File: config.mk
export PLATFORM = sky130hd
export DESIGN_NAME = fiur_cell
export DESIGN_NICKNAME = d
export VERILOG_FILES = /design/src/rtl/core/fiur_pkg.sv /design/src/rtl/core/fiur_cell.sv
export SDC_FILE = /design/constraint.sdc
export NUM_CORES = 1
export LEC_CHECK = 0
export ABC_AREA = 1
export BUFFER_PORTS_ARGS = -buffer_cell sky130_fd_sc_hd__buf_4
export CORE_AREA = 3 3 152 154
export DETAILED_ROUTE_END_ITERATION = 7
export DIE_AREA = 0 0 155 157
export GPL_TIMING_DRIVEN = 0
export PLACE_DENSITY_LB_ADDON = 0.1
export SLEW_MARGIN = 20
export SYNTH_ARGS = -nofsm -noshare
export SYNTH_HDL_FRONTEND = slang
export SYNTH_SLANG_ARGS = --single-unit
export TNS_END_PERCENT = 20
File: constraint.sdc
create_clock -name clk -period 4.45 [get_ports clk]
set_clock_uncertainty 0.05 [all_clocks]
set_input_delay 0.2225 -clock clk [delete_from_list [all_inputs] [get_ports clk]]
set_output_delay 0.2225 -clock clk [all_outputs]
set_load 0.02 [all_outputs]
File: src/rtl/core/fiur_pkg.sv
// ----------------------------------------------------------------------------
// fiur_pkg
// Shared types and constants for the frame interval union residual block.
// ----------------------------------------------------------------------------
package fiur_pkg;

  localparam int FIELD_W = 48;

  typedef enum logic [3:0] {
    ST_IDLE  = 4'b0001,
    ST_SWEEP = 4'b0010,
    ST_DRAIN = 4'b0100,
    ST_EMIT  = 4'b1000
  } fiur_state_t;

  typedef struct packed {
    logic ins;
    logic shift;
  } fiur_ctl_t;

endpackage

File: src/rtl/core/fiur_cell.sv
// ----------------------------------------------------------------------------
// fiur_cell
// One slot of the sorted span chain. Compares the broadcast span against its
// own, takes it, takes its left neighbor or holds on insert; takes its right
// neighbor on sweep shift.
// ----------------------------------------------------------------------------
module fiur_cell import fiur_pkg::*; #(
  parameter int TW = 48
) (
  input  logic          clk,
  input  logic          rst_n,
  input  fiur_ctl_t     ctl,
  input  logic [TW-1:0] new_s,
  input  logic [TW-1:0] new_e,
  input  logic          left_g,
  input  logic          left_vld,
  input  logic [TW-1:0] left_s,
  input  logic [TW-1:0] left_e,
  input  logic          right_vld,
  input  logic [TW-1:0] right_s,
  input  logic [TW-1:0] right_e,
  output logic          g,
  output logic          vld,
  output logic [TW-1:0] s,
  output logic [TW-1:0] e
);

  logic          vld_r;
  logic [TW-1:0] s_r;
  logic [TW-1:0] e_r;

  assign g   = ~vld_r || (s_r > new_s) || ((s_r == new_s) && (e_r > new_e));
  assign vld = vld_r;
  assign s   = s_r;
  assign e   = e_r;

  always_ff @(posedge clk) begin
    if (!rst_n) begin
      vld_r <= 1'b0;
    end else if (ctl.shift) begin
      vld_r <= right_vld;
    end else if (ctl.ins) begin
      if (left_g) begin
        vld_r <= left_vld;
      end else if (g) begin
        vld_r <= 1'b1;
      end
    end
  end

  always_ff @(posedge clk) begin
    if (ctl.shift) begin
      s_r <= right_s;
      e_r <= right_e;
    end else if (ctl.ins) begin
      if (left_g) begin
        s_r <= left_s;
        e_r <= left_e;
      end else if (g) begin
        s_r <= new_s;
        e_r <= new_e;
      end
    end
  end

endmodule

==> results.py, run 1 <==
metrics = {
    "cells_and_area": {
        "instances_no_fill": 1554,
        "finalNetCount": 1659,
        "area_delta_synth_final_pct": 49.7,
        "ff_latch_area_sq_um": 2900,
        "final_cell_mix": "390 x buf_4, 199 x nand2_1, 111 x inv_1, 107 x nand3_1",
        "final_layout_size_suffix_gt1_frac": 0.344,
        "multiInputGateArea_sq_um": 3810,
        "layout_commonest_cell": "buf_4",
        "num-fill-cells": 2229,
    },
    "power_and_ir_drop": {
        "seqPwrFrac": 0.388,
        "vdd_drop_max_mv": 0.138,
        "internal_power_w": 0.00210,
        "p_per_area_nw_per_um2": 282,
        "power_frac_comb": 0.333,
        "report.power.total_w": 0.00309,
        "net-switching-power_w": 0.000987,
        "p_leak_nw": 5.41,
        "p_sw_frac": 0.320,
        "clkPwrFrac": 0.279,
    },
    "setup_path": {
        "critical_path_class": "register to register",
        "start_kind": "register",
        "cp-end-kind": "register",
        "worst_r2r_path_depth": 9,
        "cp_max_fo": 43,
        "arrival_ns": 2.86,
        "worstPathRequired_ns": 4.43,
    },
    "clock_network": {
        "cts_sinks": 97,
        "clockRootBuffer": "clkbuf_16",
        "post_cts_buffers": 0,
        "cts_buffers": 9,
        "cts_resized": 0,
        "clk_pin_slew_ns": 0.07,
        "cts_buffer_depth": 2,
        "htree_levels": 3,
        "cts_tree": "yes",
        "holdBufCountCts": 0,
        "clock_latency_ns": 0.35,
    },
    "timing": {
        "period_minus_slack_ns": 2.88,
        "clock.fmax_mhz": 348,
        "worstMarginPinSlew_ns": 0.787,
        "timing.final.ws_setup_ns": 1.57,
        "rsz0062_at_grt": "false",
        "finalHoldViolCount": 0,
        "maxSlewViolCount": 0,
        "max_slew_margin": 0.475,
        "fin_crit_sh": 0.646,
        "final.setup.tns_ns": 0,
        "finalSetupViolations": 0,
    },
    "detailed_routing": {
        "post_drt_wl_per_cell_um": 18.2,
        "finalWirelength_mm": 28.2,
        "vias": 7587,
        "drc": 0,
        "dr.pass1.iters": 5,
        "drtAntennaViolNets": 0,
        "vias_per_cell": 4.88,
        "drtIter0Drc": 394,
    },
    "synth": {
        "synthArstFlopShare": 0,
        "synth_edf_count": 96,
        "synth.distinct_cells": 30,
        "yosysSeqAreaShare": 0.396,
        "yosys_register_bits": 97,
        "syn-num-nets": 1256,
        "synth_ff_type": "edfxtp_1",
        "syn_avg_cell_area_sq_um": 8.46,
        "syn_area_sq_um": 7320,
        "synthCells": 865,
        "yosysWarnings": 0,
    },
    "place": {
        "io_buffers": 390,
        "pre_cts_slack_ns": 1.51,
        "place_hpwl_mm": 22.9,
        "gp_congestion": 0.870,
        "placed_cells": 1537,
    },
    "global_routing": {
        "grt_first_pass_wirelength_mm": 41.9,
        "grt_max_degree": 44,
        "grt-ovfl-total": 0,
        "track_usage": 0.221,
        "grt_pass1_vias": 7732,
        "antenna_found_initial": 1,
    },
    "job": {
        "maxCapViolations": 0,
    },
    "floorplanning": {
        "dieWidth_um": 155,
        "core_sq_um": 21800,
        "die-area_sq_um": 24300,
        "io_pins": 393,
        "rows": 54,
        "die_h_um": 157,
        "initial_utilization": 0.336,
    },
    "min_path": {
        "hold_depth": 3,
        "min_path_type": "input pin to register",
    },
    "run_status": {
        "outcome": "completed",
    },
}
-- critical path, stage by stage (launching register included) --
cell and delay [ns]:
edfxtp_1 0.44, ha_1 0.32, nand4_1 0.14, nor3_1 0.32, nand4_1 0.22, nor2_1 0.18
nand2_2 0.08, nand4_2 0.10, and2_4 0.37, buf_16 0.27
-- sequential cells by signal, indices dropped and copies added (netlist names) --
name,flops
e,48
s,48
vld,1
-- logic make-up after synthesis --
| family | count (synthesis) | synth area share |
|---|---|---|
| buffers and inverters | 161 | 0.0834 |
| and+or+nand+nor | 355 | 0.214 |
| DFF | 97 | 0.396 |
| adders and majority gates | 96 | 0.164 |
| AOI/OAI and AO/OA | 156 | 0.142 |
-- power by group through the flow --
| stage | registers [W] | clock network, W | logic (W) |
|---|---|---|---|
| final | 0.00120 | 0.000862 | 0.00103 |
| after global placement | 0.00122 | 0 | 0.00103 |
| after CTS | 0.00120 | 0.000879 | 0.00104 |
| after floorplan | 0.00133 | 0 | 0.000404 |
| after global routing | 0.00121 | 0.000914 | 0.00114 |
| after detailed placement | 0.00122 | 0 | 0.00104 |
-- worst paths after layout --
check	startpoint	slack (ns)	endpoint
worst min-delay path	rst_n	0.06	vld
worst max register to register	s[14]	1.57	s[24]
worst max-delay path	s[14]	1.57	s[24]
worst min register to register	vld	0.53	vld
-- synth_stat cells, types with 3 or more instances --
| cell | n | area [sq um] |
|---|---|---|
| edfxtp_1 | 96 | 2880 |
| o211ai_1 | 94 | 706 |
| inv_2 | 8 | 30.0 |
| a21oi_1 | 44 | 220 |
| nor2_1 | 19 | 71.3 |
| o21a_1 | 5 | 37.5 |
| ha_1 | 96 | 1200 |
| clkbuf_1 | 21 | 78.8 |
| nand3_1 | 107 | 536 |
| buf_1 | 16 | 60.1 |
| buf_2 | 5 | 25.0 |
| nand2_2 | 3 | 18.8 |
| nand2_1 | 199 | 747 |
| o21ai_0 | 4 | 20.0 |
| o21ai_1 | 4 | 20.0 |
| nand4_1 | 5 | 31.3 |
| nor3_1 | 5 | 25.0 |
| nor2_2 | 7 | 43.8 |
| inv_1 | 111 | 417 |
-- metal layers --
layer  routed length [um]  global-route usage  part of all wire  vias to the layer above
li1                     -                   -                 -                     3832
met1                11300               0.265              0.40                     3427
met4                  785              0.0791             0.028                        0
met3                 2240              0.0525             0.080                       38
met2                13900               0.388              0.49                      290
met5                    0                   0                 0                        -
-- final cells by class --
class                           count  share of cell area
Antenna cell                        1            0.000228
Buffer                             42              0.0149
Clock buffer                       10              0.0209
Clock inverter                      6             0.00753
Inverter                          119              0.0407
Multi-Input combinational cell    607               0.348
Sequential cell                    97               0.265
Tap cell                          280              0.0320
Timing Repair Buffer              392               0.271
-- through the flow --
stage | area [sq um] | utilization | hold slack [ns]
after global routing | 11000 | 0.502 | 0.0541
after detailed placement | 10700 | 0.488 | 0.406
after CTS | 11000 | 0.502 | 0.0422
final | 11000 | 0.502 | 0.0560
after global placement | 10600 | 0.486 | 0.400
after floorplan | 7320 | - | 0.307
No activity file was read; power rests on OpenSTA's default activity.
==> inputs of run 2 (changes only) <==
- clock period: 4.45 -> 3 ns (I/O delays scaled with it)
==> results.py, run 2 (synthesized netlist as in run 1, its figures left out) <==
metrics = {
    "run_status": {
        "outcome": "completed",
    },
    "cells_and_area": {
        "finalNetCount": 1662,
        "antenna_cells": 0,
        "final_cell_area_sq_um": 11000,
        "layout_commonest_cell": "buf_4",
        "final_cell_mix": "391 x buf_4, 199 x nand2_1, 111 x inv_1, 107 x nand3_1",
        "area_delta_synth_final_pct": 50.1,
        "final_layout_size_suffix_gt1_frac": 0.346,
        "num-fill-cells": 2189,
        "fin_util": 0.504,
    },
    "setup_path": {
        "worstPathRequired_ns": 2.99,
        "crit_start": "s[39]",
        "critPathSlowestCell": "edfxtp_1",
        "critical_path_class": "register to register",
        "max_stage_delay_ns": 0.42,
        "cp_max_fo": 42,
        "cp_cell_sequence": "ha_1, nand2_1, nor2_2, nand4_1, nor2_2, nand4_1, nor2_1, nand2_2, nand4_2, and2_4, buf_16",
        "cp-end-kind": "register",
        "r2r_setup_slack_ns": 0.26,
        "start_kind": "register",
        "arrival_ns": 2.72,
        "rr_startpoint": "s[39]",
    },
    "clock_network": {
        "clock_latency_ns": 0.35,
        "clockRootBuffer": "clkbuf_16",
        "cts_tree": "yes",
        "cts_sinks": 97,
        "htree_levels": 3,
        "cts_buffers": 9,
        "cts_buffer_depth": 2,
        "clk_pin_slew_ns": 0.07,
    },
    "global_routing": {
        "grt_busiest_layer": "met2",
        "grt_first_pass_wirelength_mm": 42.0,
        "grt_pass1_vias": 7544,
        "track_usage": 0.222,
        "grt_max_degree": 43,
        "gr-usage-met1": 0.274,
        "grt-ovfl-total": 0,
        "grtUsageMet3": 0.0561,
        "antenna_found_initial": 0,
        "grt_use_met2": 0.385,
    },
    "timing": {
        "finalSetupViolations": 0,
        "finalHoldViolCount": 0,
        "timing.final.ws_setup_ns": 0.264,
        "worstMarginPinSlew_ns": 0.859,
        "rsz0062_at_grt": "false",
        "clock.fmax_mhz": 366,
        "period_minus_slack_ns": 2.74,
        "maxSlewViolCount": 0,
        "max_slew_margin": 0.427,
        "fin_crit_sh": 0.912,
    },
    "floorplanning": {
        "io_pins": 393,
        "initial_utilization": 0.336,
        "die_h_um": 157,
        "die-area_sq_um": 24300,
        "core_sq_um": 21800,
        "rows": 54,
        "dieWidth_um": 155,
    },
    "power_and_ir_drop": {
        "p_leak_nw": 5.41,
        "vdd_drop_max_mv": 0.314,
        "p_per_area_nw_per_um2": 418,
    },
    "detailed_routing": {
        "post_drt_wl_per_cell_um": 18.2,
        "dr.pass1.iters": 5,
        "finalWirelength_mm": 28.3,
        "vias_per_cell": 4.94,
        "drtAntennaViolNets": 0,
        "drc": 0,
        "vias": 7685,
        "drtIter0Drc": 349,
    },
    "place": {
        "dpl_cell_area_sq_um": 10700,
        "pre_cts_slack_ns": 0.0487,
        "gp_congestion": 0.844,
        "io_buffers": 390,
        "place_hpwl_mm": 22.9,
    },
    "min_path": {
        "hold_start": "right_s[45]",
        "min_path_type": "input pin to register",
    },
    "job": {
        "maxCapViolations": 0,
    },
}
[run 2: changes by cell type in the layout (fill, tap and decap cells not counted), sizes merged]
cell,previous run,this run
dlygate4sd3,0,1
and2,2,3
clkinv,4,2
clkbuf,31,30
buf,413,414
clkinvlp,0,2
diode,1,0
[run 2: per-layer routing]
layer | up-vias | wire [um]
li1 | 3847 | -
met1 | 3499 | 11400
met2 | 308 | 13800
met3 | 31 | 2490
met4 | 0 | 605
met5 | - | 0
[run 2: worst max-delay path, delay by kind of cell, from the launching register on]
family / cells / cell delay (ns)
buffers and inverters: 1 / 0.24
DFF: 1 / 0.42
adders and majority gates: 1 / 0.32
and+or+nand+nor: 9 / 1.34
[run 2: final timing paths]
| check | depth (start not counted) | end |
|---|---|---|
| max | 11 | s[0] |
| min | 3 | s[45] |
| max reg2reg | 11 | s[0] |
| min reg2reg | 2 | vld |
[run 2: layout make-up]
cell class                      count  area [sq um]  area share
Multi-Input combinational cell    608          3820       0.348
Clock inverter                      6          83.8     0.00763
Clock buffer                        9           225      0.0205
Timing Repair Buffer              394          2990       0.272
Buffer                             42           164      0.0149
Sequential cell                    97          2900       0.264
Tap cell                          280           350      0.0319
Inverter                          119           447      0.0406
[run 2: through the flow]
step	hold WS (ns)	power, W	std cells	setup TNS, ns
3_5_place_dp	0.330	0.00334	1537	0
5_1_grt	0.0477	0.00485	1555	0
4_1_cts	0.0351	0.00462	1553	0
6_report	0.0509	0.00459	1555	0
2_1_floorplan	0.235	0.00257	865	0
3_3_place_gp	0.327	0.00332	1535	-48.06
[run 2: repair_timing]
item,CTS,global route
endpoints found under the hold margin,1,0
resized for setup,0,1
hold buffers,1,0
buffers inserted,0,1
endpoints found under the setup margin,0,77
[run 2: report_power, final]
group / total (W) / switching (W) / leakage [nW] / internal [W]
clock: 0.00129 / 0.000561 / 0.145 / 0.000724
combinational: 0.00153 / 0.000824 / 4.26 / 0.000711
sequential: 0.00177 / 0.0000920 / 1.00 / 0.00168
==> inputs of run 3 (changes only) <==
- ABC_AREA: 1 -> default
- CORE_AREA: 3 3 152 154 -> 3 3 151 153
- DIE_AREA: 0 0 155 157 -> 0 0 154 156
==> results.py, run 3 <==
metrics = {
    "run_status": {
        "outcome": "completed",
    },
    "clock_network": {
        "cts_sinks": 97,
        "clockRootBuffer": "clkbuf_16",
        "htree_levels": 3,
        "cts_buffer_depth": 2,
        "cts_buffers": 9,
        "clk_pin_slew_ns": 0.08,
        "clock_latency_ns": 0.35,
        "cts_tree": "yes",
    },
    "synth": {
        "yosysWarnings": 0,
        "syn_area_sq_um": 7360,
        "synth_top_area_cell": "edfxtp_1",
        "yosysSeqAreaShare": 0.394,
        "synth_ff_type": "edfxtp_1",
        "syn-num-nets": 1172,
        "synthArstFlopShare": 0,
        "syn_avg_cell_area_sq_um": 9.43,
        "synthCells": 781,
        "ys_top_cells_by_area": "edfxtp_1 39%, ha_1 16%, mux2i_1 13%, o21ai_0 7.5%, nand2_1 6.4%",
        "synth.top_cell.area_share": 0.391,
        "synth.distinct_cells": 41,
        "yosysMostFrequentCell": "nand2_1",
        "synth_top_cells_by_count": "125 x nand2_1, 111 x o21ai_0, 99 x inv_1",
        "synth_edf_count": 96,
        "yosys_register_bits": 97,
    },
    "detailed_routing": {
        "vias_per_cell": 4.87,
        "dr.pass1.iters": 4,
        "post_drt_wl_per_cell_um": 17.9,
        "vias": 7246,
        "drc": 0,
        "drtAntennaViolNets": 0,
        "finalWirelength_mm": 26.7,
        "drtIter0Drc": 291,
    },
    "global_routing": {
        "grt_first_pass_wirelength_mm": 40.0,
        "grt_busiest_layer": "met2",
        "grt_use_met2": 0.378,
        "antenna_found_initial": 0,
        "gr-usage-met1": 0.249,
        "grt_max_degree": 19,
        "grt-ovfl-total": 0,
        "grtUsageMet3": 0.0566,
        "grt_pass1_vias": 7414,
        "track_usage": 0.211,
    },
    "floorplanning": {
        "die-area_sq_um": 24000,
        "core_sq_um": 21700,
        "dieWidth_um": 154,
        "initial_utilization": 0.340,
        "die_h_um": 156,
        "rows": 54,
        "io_pins": 393,
    },
    "cells_and_area": {
        "antenna_cells": 0,
        "final_layout_size_suffix_gt1_frac": 0.380,
        "final_cell_mix": "398 x buf_4, 124 x nand2_1, 109 x o21ai_0, 99 x inv_1",
        "layout_commonest_cell": "buf_4",
        "instances_no_fill": 1488,
        "num-fill-cells": 2107,
        "multiInputGateArea_sq_um": 4160,
        "ff_latch_area_sq_um": 2900,
        "finalNetCount": 1594,
        "area_delta_synth_final_pct": 55.2,
    },
    "job": {
        "maxCapViolations": 0,
    },
    "timing": {
        "finalSetupViolations": 0,
        "maxSlewViolCount": 0,
        "finalHoldViolCount": 0,
        "timing.final.ws_setup_ns": 0.100,
        "rsz0062_at_grt": "true",
        "fin_crit_sh": 0.967,
        "max_slew_margin": 0.493,
        "final.setup.tns_ns": 0,
        "clock.fmax_mhz": 345,
        "worstMarginPinSlew_ns": 0.760,
        "period_minus_slack_ns": 2.90,
    },
    "power_and_ir_drop": {
        "p_leak_nw": 5.74,
        "vdd_drop_max_mv": 0.227,
        "p_per_area_nw_per_um2": 384,
    },
    "place": {
        "place_hpwl_mm": 22.2,
        "placed_cells": 1456,
        "gp_congestion": 0.884,
        "io_buffers": 390,
        "pre_cts_slack_ns": -0.809,
    },
    "setup_path": {
        "cp-end-kind": "register",
        "start_kind": "register",
        "worstPathRequired_ns": 3.02,
        "arrival_ns": 2.92,
        "cp_max_fo": 7,
        "critical_path_class": "register to register",
    },
    "min_path": {
        "min_path_type": "input pin to register",
    },
}
## run 3: what timing repair did
| action | in CTS | in global routing |
|---|---|---|
| gates cloned | 0 | 3 |
| endpoints found under the hold margin | 1 | 0 |
| pin swaps | 5 | 5 |
| buffers inserted | 7 | 5 |
| hold buffers | 1 | 0 |
| setup endpoints to repair | 97 | 97 |
| gates resized for setup | 6 | 12 |
## run 3: worst paths after layout
kind | from | endpoint | slack (ns) | depth (start not counted)
min reg2reg | vld | vld | 0.75 | 3
max reg2reg | s[41] | e[47] | 0.10 | 11
min | right_e[40] | e[40] | 0.02 | 3
max | s[41] | e[47] | 0.10 | 11
## run 3: final cells by class
cell class                      count  share of cell area
Buffer                             33              0.0119
Clock buffer                        9              0.0197
Clock inverter                      7             0.00328
Inverter                           99              0.0325
Multi-Input combinational cell    552               0.364
Sequential cell                    97               0.254
Tap cell                          280              0.0307
Timing Repair Buffer              411               0.284
## run 3: logic make-up (layout without fill, tap and decap cells)
| logic type | Yosys count | in the layout | share of synthesized area |
|---|---|---|---|
| mux | 96 | 96 | 0.130 |
| compound gates | 174 | 174 | 0.130 |
| buf+inv | 132 | 559 | 0.0690 |
| flops | 97 | 97 | 0.394 |
| fa+ha+maj | 96 | 96 | 0.163 |
| simple gates | 186 | 186 | 0.113 |
## run 3: through the flow
step / hold slack (ns) / cell area (sq um) / utilization / power (W)
finish: 0.0238 / 11400 / 0.527 / 0.00439
CTS: 0.00868 / 11300 / 0.519 / 0.00440
detailed placement: 0.317 / 10900 / 0.502 / 0.00329
global placement: 0.303 / 10800 / 0.496 / 0.00325
floorplan: 0.222 / 7480 / - / 0.00251
global route: 0.0213 / 11400 / 0.527 / 0.00465
## run 3: report_power, final
part / switching, W / internal [W]
logic: 0.000776 / 0.000764
clock network: 0.000540 / 0.000554
registers: 0.0000897 / 0.00167
## run 3: worst max-delay path: stages, from the launching register on
cell       delay (ns)
edfxtp_1         0.43
ha_4             0.29
nand4_1          0.17
nor4_4           0.36
nand3_2          0.19
nor2_4           0.18
nand2_2          0.06
a31o_4           0.24
a21oi_4          0.18
clkbuf_16        0.16
buf_16           0.12
clkbuf_16        0.15
## run 3: per-layer routing
metal / share of wire / wire, um
met1: 0.40 / 10700
met2: 0.50 / 13300
met3: 0.078 / 2080
met4: 0.021 / 569
met5: 0 / 0
